==> src/pfa_pkg.sv <==
package pfa_pkg;

  // Address geometry
  localparam int OFFSET_BITS   = 10;
  localparam int PAGE_BITS     = 5;
  localparam int SEGMENT_BITS  = 5;
  localparam int VPAGE_BITS    = PAGE_BITS + SEGMENT_BITS;
  localparam int VPAGES        = 1 << VPAGE_BITS;
  localparam int ADDR_BITS     = OFFSET_BITS + VPAGE_BITS;
  localparam int PAGE_BYTES    = 1 << OFFSET_BITS;

  // Frames and processes
  localparam int FRAME_COUNT   = 1024;
  localparam int FRAME_BITS    = $clog2(FRAME_COUNT);
  localparam int PROCESS_COUNT = 16;
  localparam int PID_BITS      = 5;
  localparam int PIDX_BITS     = $clog2(PROCESS_COUNT);

  // Item fields
  localparam int CMD_BITS      = 2;
  localparam int SIZE_BITS     = 21;
  localparam int DATA_BITS     = 8;
  localparam int PAGES_BITS    = SIZE_BITS - OFFSET_BITS + 1;
  localparam int MAP_BITS      = PIDX_BITS + VPAGE_BITS;
  localparam int RAM_BITS      = FRAME_BITS + OFFSET_BITS;
  localparam int RAM_DEPTH     = 1 << RAM_BITS;
  localparam int MAP_DEPTH     = 1 << MAP_BITS;

  // Stream widths
  localparam int IN_FIELD_BITS  = PID_BITS + ADDR_BITS + SIZE_BITS + DATA_BITS;
  localparam int IN_TDATA_BITS  = ((IN_FIELD_BITS + 7) / 8) * 8;
  localparam int OUT_FIELD_BITS = ADDR_BITS + DATA_BITS;
  localparam int OUT_TDATA_BITS = ((OUT_FIELD_BITS + 7) / 8) * 8;

  typedef enum logic [CMD_BITS-1:0] {
    CMD_ALLOC = 2'd0,
    CMD_FREE  = 2'd1,
    CMD_READ  = 2'd2,
    CMD_WRITE = 2'd3
  } cmd_e;

  typedef enum logic [3:0] {
    ST_CLEAR,
    ST_IDLE,
    ST_DECIDE,
    ST_SCAN_COUNT,
    ST_SCAN_TAKE,
    ST_MAP_RD,
    ST_FRM_RD,
    ST_FREE_STEP,
    ST_RAM_RD,
    ST_RESP
  } state_e;

  // Commands from controller to datapath
  typedef struct packed {
    logic load;
    logic clr_step;
    logic scan_start;
    logic scan_take;
    logic map_rd;
    logic frm_rd_map;
    logic frm_rd_link;
    logic free_clear;
    logic rw_access;
    logic alloc_commit;
    logic set_fail;
    logic set_ok;
    logic out_load;
  } pfa_ctrl_t;

  // Status from datapath to controller
  typedef struct packed {
    logic clear_last;
    logic bad_pid;
    cmd_e cmd;
    logic quick_fail;
    logic scan_done;
    logic enough;
    logic map_hit;
    logic owner_ok;
    logic first_ok;
    logic link_end;
    logic out_free;
  } pfa_stat_t;

endpackage

==> src/pfa_ctrl.sv <==
module pfa_ctrl (
  input  logic               clk_i,
  input  logic               rst_ni,
  input  logic               in_valid_i,
  output logic               in_ready_o,
  input  pfa_pkg::pfa_stat_t stat_i,
  output pfa_pkg::pfa_ctrl_t ctrl_o
);
  import pfa_pkg::*;

  state_e state_q, state_d;

  always_ff @(posedge clk_i or negedge rst_ni) begin
    if (!rst_ni) begin
      state_q <= ST_CLEAR;
    end else begin
      state_q <= state_d;
    end
  end

  // Next state
  always_comb begin
    state_d = state_q;
    case (state_q)
      ST_CLEAR: begin
        if (stat_i.clear_last) state_d = ST_IDLE;
      end
      ST_IDLE: begin
        if (in_valid_i) state_d = ST_DECIDE;
      end
      ST_DECIDE: begin
        if (stat_i.bad_pid) begin
          state_d = ST_RESP;
        end else if (stat_i.cmd == CMD_ALLOC) begin
          state_d = stat_i.quick_fail ? ST_RESP : ST_SCAN_COUNT;
        end else begin
          state_d = ST_MAP_RD;
        end
      end
      ST_SCAN_COUNT: begin
        if (stat_i.scan_done) state_d = stat_i.enough ? ST_SCAN_TAKE : ST_RESP;
      end
      ST_SCAN_TAKE: begin
        if (stat_i.scan_done) state_d = ST_RESP;
      end
      ST_MAP_RD: begin
        state_d = stat_i.map_hit ? ST_FRM_RD : ST_RESP;
      end
      ST_FRM_RD: begin
        if (!stat_i.owner_ok) begin
          state_d = ST_RESP;
        end else if (stat_i.cmd == CMD_FREE) begin
          if (!stat_i.first_ok || stat_i.link_end) state_d = ST_RESP;
          else state_d = ST_FREE_STEP;
        end else if (stat_i.cmd == CMD_READ) begin
          state_d = ST_RAM_RD;
        end else begin
          state_d = ST_RESP;
        end
      end
      ST_FREE_STEP: begin
        if (stat_i.link_end) state_d = ST_RESP;
      end
      ST_RAM_RD: begin
        state_d = ST_RESP;
      end
      ST_RESP: begin
        if (stat_i.out_free) state_d = ST_IDLE;
      end
      default: begin
        state_d = ST_IDLE;
      end
    endcase
  end

  // Outputs
  always_comb begin
    ctrl_o = '0;
    case (state_q)
      ST_CLEAR: begin
        ctrl_o.clr_step = 1'b1;
      end
      ST_IDLE: begin
        ctrl_o.load = in_valid_i;
      end
      ST_DECIDE: begin
        if (stat_i.bad_pid) begin
          ctrl_o.set_fail = 1'b1;
        end else if (stat_i.cmd == CMD_ALLOC) begin
          if (stat_i.quick_fail) ctrl_o.set_fail = 1'b1;
          else ctrl_o.scan_start = 1'b1;
        end else begin
          ctrl_o.map_rd = 1'b1;
        end
      end
      ST_SCAN_COUNT: begin
        if (stat_i.scan_done) begin
          if (stat_i.enough) begin
            ctrl_o.scan_start = 1'b1;
            ctrl_o.scan_take  = 1'b1;
          end else begin
            ctrl_o.set_fail = 1'b1;
          end
        end
      end
      ST_SCAN_TAKE: begin
        if (stat_i.scan_done) begin
          ctrl_o.alloc_commit = 1'b1;
          ctrl_o.set_ok       = 1'b1;
        end
      end
      ST_MAP_RD: begin
        if (stat_i.map_hit) ctrl_o.frm_rd_map = 1'b1;
        else ctrl_o.set_fail = 1'b1;
      end
      ST_FRM_RD: begin
        if (!stat_i.owner_ok) begin
          ctrl_o.set_fail = 1'b1;
        end else if (stat_i.cmd == CMD_FREE) begin
          if (!stat_i.first_ok) begin
            ctrl_o.set_fail = 1'b1;
          end else begin
            ctrl_o.free_clear = 1'b1;
            if (stat_i.link_end) ctrl_o.set_ok = 1'b1;
            else ctrl_o.frm_rd_link = 1'b1;
          end
        end else begin
          ctrl_o.rw_access = 1'b1;
          if (stat_i.cmd == CMD_WRITE) ctrl_o.set_ok = 1'b1;
        end
      end
      ST_FREE_STEP: begin
        ctrl_o.free_clear = 1'b1;
        if (stat_i.link_end) ctrl_o.set_ok = 1'b1;
        else ctrl_o.frm_rd_link = 1'b1;
      end
      ST_RAM_RD: begin
        ctrl_o.set_ok = 1'b1;
      end
      ST_RESP: begin
        ctrl_o.out_load = stat_i.out_free;
      end
      default: begin
        ctrl_o = '0;
      end
    endcase
  end

  assign in_ready_o = state_q == ST_IDLE;

  // A load always leads to the decode step
  a_load_decide: assert property (@(posedge clk_i) disable iff (!rst_ni)
    ctrl_o.load |=> state_q == ST_DECIDE)
    else $error("load not followed by decode");

  // Chain walk only continues from a frame read
  a_walk_origin: assert property (@(posedge clk_i) disable iff (!rst_ni)
    state_q == ST_FREE_STEP |-> $past(state_q == ST_FRM_RD || state_q == ST_FREE_STEP))
    else $error("free walk entered without a checked first frame");

  // The take pass finds every frame the count pass found
  a_take_full: assert property (@(posedge clk_i) disable iff (!rst_ni)
    state_q == ST_SCAN_TAKE && stat_i.scan_done |-> stat_i.enough)
    else $error("allocation took fewer frames than counted");

  // Result never loaded over an untaken one
  a_out_free: assert property (@(posedge clk_i) disable iff (!rst_ni)
    ctrl_o.out_load |-> stat_i.out_free)
    else $error("result register overwritten");

endmodule

==> config.mk <==
export PLATFORM = sky130hd
export DESIGN_NAME = pfa_ctrl
export DESIGN_NICKNAME = d
export VERILOG_FILES = /design/src/pfa_pkg.sv /design/src/pfa_ctrl.sv
export SDC_FILE = /design/constraint.sdc
export NUM_CORES = 1
export LEC_CHECK = 0
export ABC_AREA = 1
export BUFFER_PORTS_ARGS = -buffer_cell sky130_fd_sc_hd__buf_2
export CAP_MARGIN = 20
export CORE_UTILIZATION = 27
export CTS_BUF_LIST = sky130_fd_sc_hd__clkbuf_4 sky130_fd_sc_hd__clkbuf_8 sky130_fd_sc_hd__clkbuf_16
export CTS_CLUSTER_SIZE = 12
export DETAILED_ROUTE_END_ITERATION = 7
export PLACE_DENSITY = 0.5
export SYNTH_ARGS = -nofsm -noshare
export SYNTH_HDL_FRONTEND = slang
export SYNTH_SLANG_ARGS = --single-unit
==> constraint.sdc <==
create_clock -name clk_i -period 1.8 [get_ports clk_i]
set_clock_uncertainty 0.2 [all_clocks]
set_input_delay 0.27 -clock clk_i [delete_from_list [all_inputs] [get_ports clk_i]]
set_output_delay 0.27 -clock clk_i [all_outputs]
set_load 0.05 [all_outputs]
# Word-level counts from Yosys, hierarchy flattened

Index checks and enable logic that the tools add are counted.

Register bits: 4
Input bits: 15
Output and inout bits: 14

Mux-type cells: 56
Reduce and logical (&&, ||, !) cells: 5
Equality and inequality tests: 18

Operators by type and width:

| kind                 | count |
|---|---|
| $mux W4              | 14 |
| $pmux W4 S10         | 1 |
| $mux W1              | 32 |
| $eq A4 B3 Y1 const B | 4 |
| $ne A2 B2 Y1 const B | 6 |
| $eq A4 B2 Y1 const B | 2 |
| $eq A4 B4 Y1 const B | 2 |
| $mux W2              | 4 |
| $pmux W1 S4          | 2 |
| $reduce_and A6 Y1    | 1 |
| $eq A2 B2 Y1 const B | 2 |
| $eq A4 B1 Y1 const B | 1 |
| $logic_not A4 Y1     | 1 |
| $pmux W2 S2          | 1 |
| $mux W3              | 1 |
| $eq A2 B1 Y1 const B | 1 |
| $logic_not A2 Y1     | 1 |
| $pmux W1 S2          | 1 |
| $logic_not A1 Y1     | 1 |
| $logic_or A1 B1 Y1   | 1 |

# Depth between registers and ports, before layout

Gate-level depths: netlist (run 1).

Word-level depth: 6
Mapped depth: 10

# Worst setup path before layout (run 1)

Ideal clock, no wire load.

Path kind: reg2out
From: reg state_q[1]
To: out ctrl_o[0] (netlist bit)
Buffers on the path: 1
Cell stages (with the launch flop): 5
Arrival: 2.117 ns
Setup slack: -0.787 ns
Cell sequence: dfrtp_1 buf_6 inv_1 nand2_1 nor4_1

RTL lines:

| element                | RTL line       | source |
|---|---|---|
| start, declared        | pfa_ctrl.sv:11 | `state_e state_q, state_d;` |
| start signal, assigned | pfa_ctrl.sv:17 | `state_q <= state_d;` |
| end, declared          | pfa_ctrl.sv:7  | `output pfa_pkg::pfa_ctrl_t ctrl_o` |

==> impl_metrics.py, run 1 <==
metrics = {
    "synthesis": {
        "yosys_warnings": 0,
        "synth_nets": 134,
        "ys_ff_latch": 4,
        "synth.avg_cell_area_sq_um": 5.425,
        "syn_area_sq_um": 645.6,
        "yosysSeqAreaShare_pct": 15.50,
        "synthCells": 119,
        "synthTopCellsByArea": "nand2_1 (20%), dfrtp_1 (16%), nor2_1 (11%), inv_1 (10%), nand3_1 (9.3%)",
        "yosys.cell_types.count": 21,
        "synth_top_area_share_pct": 19.77,
        "yosys.area.top_type": "nand2_1",
    },
    "worst_setup_path": {
        "cp.arrival_ps": 1450,
        "cp.required_ps": 1330,
        "endpoint_kind": "output port",
        "start_kind": "flip-flop",
        "critPathKind": "reg2out",
        "critPathMaxFanout": 8,
    },
    "floorplanning": {
        "initial_utilization_pct": 28.91,
        "design.core.area_sq_um": 2233,
        "io_pins": 29,
        "die_area_sq_um": 2591,
        "rows": 17,
        "die_w_microns": 50.90,
        "die_h_microns": 50.90,
    },
    "clock_tree": {
        "ctsHtreeMaxLevel": 1,
        "cts_tree": "done",
        "clkTransAtPathRegs_ps": 40,
        "cts_root_buf": "clkbuf_4",
        "numCtsBuffers": 3,
        "clk-insertion-delay-late_ps": 230,
        "cts_sinks": 4,
        "clockBufferDepth": 2,
    },
    "global_routing": {
        "antenna_found_initial": 0,
        "track_usage_pct": 18.75,
        "grt_pass1_wl_microns": 3684,
        "grt_remaining_overflow": 0,
        "grt_max_degree": 9,
        "grt_pass1_vias": 878,
    },
    "power_and_ir_drop": {
        "peakVddDrop_mv": 0.9769,
        "switchingPower_mw": 1.106,
        "finalPower_mw": 2.039,
        "clkPwrFrac_pct": 5.2,
        "power_density_nw_per_um2": 1556,
        "pwr-share-seq_pct": 11.4,
        "p_int_mw": 0.9329,
        "p_leak_nw": 0.6831,
        "p_comb_share_pct": 83.4,
        "p_sw_share_pct": 54.24,
    },
    "timing": {
        "worstMarginPinSlew_ps": 302.5,
        "rsz0062_at_grt": "true",
        "hold_viol_final": 0,
        "max-slew-margin-rel_pct": 79.76,
        "finalWorstSetupSlack_ps": -121.6,
        "fin_tns_setup_ps": -701.6,
        "report.final.slew_viol_count": 0,
        "max_freq_mhz": 520.4,
        "min_period_over_period_pct": 106.8,
        "period_minus_slack_ps": 1922,
        "setup_viol": 10,
    },
    "finish": {
        "reg_top3": "state_q: 4 flops",
        "regMostFlops": "state_q",
        "register_area_sq_um": 105.1,
        "drive_gt1_share_pct": 59.89,
        "largest_reg_flops": 4,
        "fin_nets": 194,
        "multi_input_area_sq_um": 591.8,
        "n_antenna_cell": 0,
        "fill_cells": 228,
        "area_growth_pct": 102.9,
    },
    "status": {
        "status": "complete, but fails checks",
        "violations": "setup timing",
    },
    "drt": {
        "wire_per_inst_microns": 11.24,
        "vias_per_cell": 4.668,
        "final_antenna_net_count": 0,
        "drc": 0,
        "vias": 957,
        "firstDrtPassIters": 4,
        "routed_wl_microns": 2305,
        "drt_iter0_markers": 14,
    },
    "placed_design": {
        "place_congestion": 0.8281,
        "post-place-ws_ps": -83.33,
        "buffer_ports.inserted": 28,
        "hpwl_microns": 1698,
    },
    "hold_path": {
        "hold_class": "in2async",
    },
    "flow_run": {
        "maxCapViolCount": 0,
    },
}
==> cells in the final DEF (no fill, tap or decap), types with 2 or more instances in the layout <==
cell / instances
a21oi_1: 2
buf_2: 14
buf_4: 23
buf_6: 14
buf_8: 4
clkbuf_4: 3
dfrtp_2: 4
inv_1: 12
inv_2: 8
nand2_1: 24
nand2_2: 13
nand3_1: 9
nand3_2: 3
nand3_4: 2
nand3b_1: 4
nand4_1: 3
nor2_1: 13
nor2_2: 4
nor2_4: 7
nor3_4: 2
==> cells in the mapped netlist <==
master / number
nand4_1: 3
inv_1: 18
dfrtp_1: 4
o211ai_1: 1
nor2_2: 2
nand3_2: 2
inv_2: 2
nand2_1: 34
o22ai_1: 1
o21ai_0: 1
buf_6: 1
inv_4: 1
nand3b_1: 4
clkinv_1: 1
a21oi_1: 3
nor2_4: 3
nand3_1: 12
nor3_1: 2
nor2_1: 19
nor4_1: 1
nand2_2: 4
==> critical path: stages (launching register included) <==
cell and delay, ps:
dfrtp_2 450, inv_2 70, nor2_2 140, nand2_2 80, buf_4 140, o22ai_2 150
buf_6 180
==> power by group through the flow <==
stage,clock network [mW],registers [mW],logic (mW)
finish,0.106,0.232,1.70
global route,0.116,0.241,1.82
CTS,0.111,0.222,1.54
detailed placement,0,0.208,1.20
global placement,0,0.207,1.20
floorplan,0,0.188,0.878
==> cells by family (layout without fill, tap and decap cells) <==
logic type      count (synthesis)  count (layout)  share of synthesized area (%)
flops                           4               4                          15.50
buf+inv                        23              81                          14.92
compound gates                  6               6                          5.232
simple gates                   86              86                          64.34
==> repair_timing <==
item	4_1_cts	5_1_grt
gates resized for setup	58	12
pin swaps	9	6
endpoints found under the hold margin	4	0
endpoints found under the setup margin	14	17
hold buffers	1	0
buffers inserted	9	5
==> metal layers <==
metal	part of all wire, %	vias to the layer above	track usage (%)
li1	-	491	-
met2	53	23	33.33
met4	0	0	4.167
met5	0	-	0
met3	3.3	0	0.8929
met1	43	443	24.60
==> final cells by class <==
type / count / share of cell area [%]
Clock buffer: 3 / 1.719
Multi-Input combinational cell: 92 / 45.18
Inverter: 22 / 6.495
Timing Repair Buffer: 56 / 35.91
Tap cell: 28 / 2.674
Sequential cell: 4 / 8.023
==> per-stage QoR <==
step | hold WS [ps] | utilization, % | instance area, sq um | std cells
finish | 171.0 | 58.66 | 1310 | 205
global route | 170.8 | 58.66 | 1310 | 205
CTS | 170.6 | 55.13 | 1231 | 200
detailed placement | -123.0 | 42.41 | 947.2 | 187
global placement | -124.7 | 42.41 | 947.2 | 187
floorplan | -225.6 | - | 685.7 | 119
==> path summary, 6_finish.rpt <==
path,from,endpoint,slack (ps),cells past startpoint
worst max-delay path,state_q[1]$_DFFE_PN0P_,ctrl_o[10],-120,6
worst min-delay path,rst_ni,state_q[0]$_DFFE_PN0P_,170,2
worst max register to register,state_q[3]$_DFFE_PN0P_,state_q[2]$_DFFE_PN0P_,110,10
worst min register to register,state_q[0]$_DFFE_PN0P_,state_q[0]$_DFFE_PN0P_,410,2
max in group asynchronous,rst_ni,state_q[1]$_DFFE_PN0P_,1100,2
min in group clk_i,stat_i[0],state_q[3]$_DFFE_PN0P_,230,4
Note: power is estimated with default switching activity, not from simulation.
==> run 2, diff against run 1 <==
Settings changed: CORE_MARGIN from default to 5, CTS_CLUSTER_SIZE 12 to 14, GPL_TIMING_DRIVEN from default to 0.
==> run 2 against run 1 <==
The flow still finishes with violations (setup timing). Global-route usage shrank 4.3 points. Largest power group unchanged. Combinational power grew 5%. Clock power is essentially flat. Via count shrank 0.94%. Design area shrank 0.38%. Register-to-register slack is essentially flat. Wire length grew 3.7%. Die area grew 34%. Sequential power shrank 8%. First-iteration DRC count grew 71%. Sequential cell count is the same. Final cell count is the same.
==> impl_metrics.py, run 2 (synthesized netlist as in run 1, its figures left out) <==
metrics = {
    "status": {
        "status": "complete, but fails checks",
        "violations": "setup timing",
    },
    "placed_design": {
        "hpwl_microns": 1731,
        "post-place-ws_ps": -123.7,
        "buffer_ports.inserted": 28,
        "place_congestion": 0.7986,
        "dpl_cell_area_sq_um": 860.8,
    },
    "drt": {
        "routed_wl_microns": 2391,
        "vias_per_cell": 4.624,
        "firstDrtPassIters": 2,
        "drt_iter0_markers": 24,
        "vias": 948,
        "drc": 0,
        "final_antenna_net_count": 0,
        "wire_per_inst_microns": 11.66,
    },
    "finish": {
        "n_antenna_cell": 0,
        "drive_gt1_share_pct": 58.76,
        "multi_input_area_sq_um": 581.8,
        "largest_reg_flops": 4,
        "fin_nets": 194,
        "fin_area_sq_um": 1305,
        "reg_top3": "state_q: 4 flops",
        "area_growth_pct": 102.1,
        "fill_cells": 229,
        "register_area_sq_um": 103.9,
        "layout_commonest_cell": "nand2_1",
        "final_cell_mix": "nand2_1 (27), buf_4 (22), buf_6 (15)",
        "regMostFlops": "state_q",
    },
    "flow_run": {
        "maxCapViolCount": 0,
    },
    "timing": {
        "worstMarginPinSlew_ps": 335.2,
        "hold_viol_final": 0,
        "max_freq_mhz": 521.0,
        "whs_ps": 179.6,
        "period_minus_slack_ps": 1920,
        "setup_viol": 13,
        "finalWorstSetupSlack_ps": -119.5,
        "max-slew-margin-rel_pct": 77.63,
        "min_period_over_period_pct": 106.6,
        "rsz0062_at_grt": "true",
        "report.final.slew_viol_count": 0,
    },
    "power_and_ir_drop": {
        "p_leak_nw": 0.6840,
        "power_density_nw_per_um2": 1605,
        "finalPower_mw": 2.095,
        "peakVddDrop_mv": 0.9665,
    },
    "clock_tree": {
        "clk-insertion-delay-late_ps": 230,
        "cts_sinks": 4,
        "ctsHtreeMaxLevel": 1,
        "cts_root_buf": "clkbuf_4",
        "cts_tree": "done",
        "clockBufferDepth": 2,
        "clkTransAtPathRegs_ps": 30,
        "numCtsBuffers": 3,
    },
    "floorplanning": {
        "rows": 17,
        "die_w_microns": 58.90,
        "io_pins": 29,
        "die_h_microns": 58.90,
        "die_area_sq_um": 3469,
        "initial_utilization_pct": 28.63,
        "design.core.area_sq_um": 2255,
    },
    "global_routing": {
        "use_met1_pct": 18.88,
        "grt_pass1_vias": 943,
        "grt_remaining_overflow": 0,
        "grt_use_met2_pct": 23.97,
        "grt_pass1_wl_microns": 3988,
        "grt_max_degree": 9,
        "track_usage_pct": 14.48,
        "top_usage_layer": "met2",
        "use_met3_pct": 2.193,
        "antenna_found_initial": 0,
    },
    "worst_setup_path": {
        "cp.required_ps": 1330,
        "r2r_start": "state_q[3]$_DFFE_PN0P_",
        "critPathLaunch": "state_q[3]$_DFFE_PN0P_",
        "start_kind": "flip-flop",
        "endpoint_kind": "output port",
        "critPathKind": "reg2out",
        "cp.arrival_ps": 1450,
        "critPathMaxFanout": 4,
    },
    "hold_path": {
        "hold_class": "in2async",
    },
}
==> run 2: timing repair <==
item / in CTS / in global routing
setup endpoints to repair: 14 / 14
buffers inserted: 12 / 14
gates resized for setup: 38 / 31
hold endpoints to repair: 4 / 0
gates cloned: 0 / 0
pin swaps: 7 / 8
hold buffers: 1 / 0
==> run 2: layout make-up <==
class                           instances  area share (%)
Multi-Input combinational cell         92           44.58
Timing Repair Buffer                   55           35.47
Sequential cell                         4           7.958
Inverter                               22           6.711
Tap cell                               28           2.685
Clock buffer                            3           1.726
Buffer                                  1          0.8629
==> run 2: per-layer routing <==
metal  up-vias  part of all wire [%]
met2        22                    52
met3         2                   4.1
li1        494                     -
met5         -                     0
met4         0                  0.29
met1       430                    43
==> run 2: critical path, cell delays in order, from the launching register on <==
cell and delay [ps]:
dfrtp_2 450, nor2_4 130, buf_6 130, nand3b_1 100
nor2_1 110, nor2_1 60, nand3_1 80, buf_6 160
==> run 2: report_power, final <==
group / switching (mW) / total (mW) / internal [mW]
Clock: 0.0299 / 0.104 / 0.0741
Combinational: 1.01 / 1.78 / 0.770
Sequential: 0.0752 / 0.214 / 0.139
Total: 1.11 / 2.10 / 0.983
==> run 2: path summary, 6_finish.rpt <==
kind	cells past startpoint	to	slack [ps]
max in group asynchronous	2	state_q[0]$_DFFE_PN0P_	1090
max reg2reg	12	state_q[0]$_DFFE_PN0P_	100
min in group clk_i	4	state_q[3]$_DFFE_PN0P_	190
min reg2reg	3	state_q[1]$_DFFE_PN0P_	440
max	7	ctrl_o[2]	-120
min	2	state_q[2]$_DFFE_PN0P_	180
==> run 2: stage by stage <==
stage	cells	TNS [ps]	util (%)
after floorplan	119	-485.2	-
after global placement	175	-374.1	38.18
after detailed placement	175	-379.0	38.18
after CTS	191	-572.2	48.39
after global routing	205	-1758	57.88
final	205	-698.6	57.88
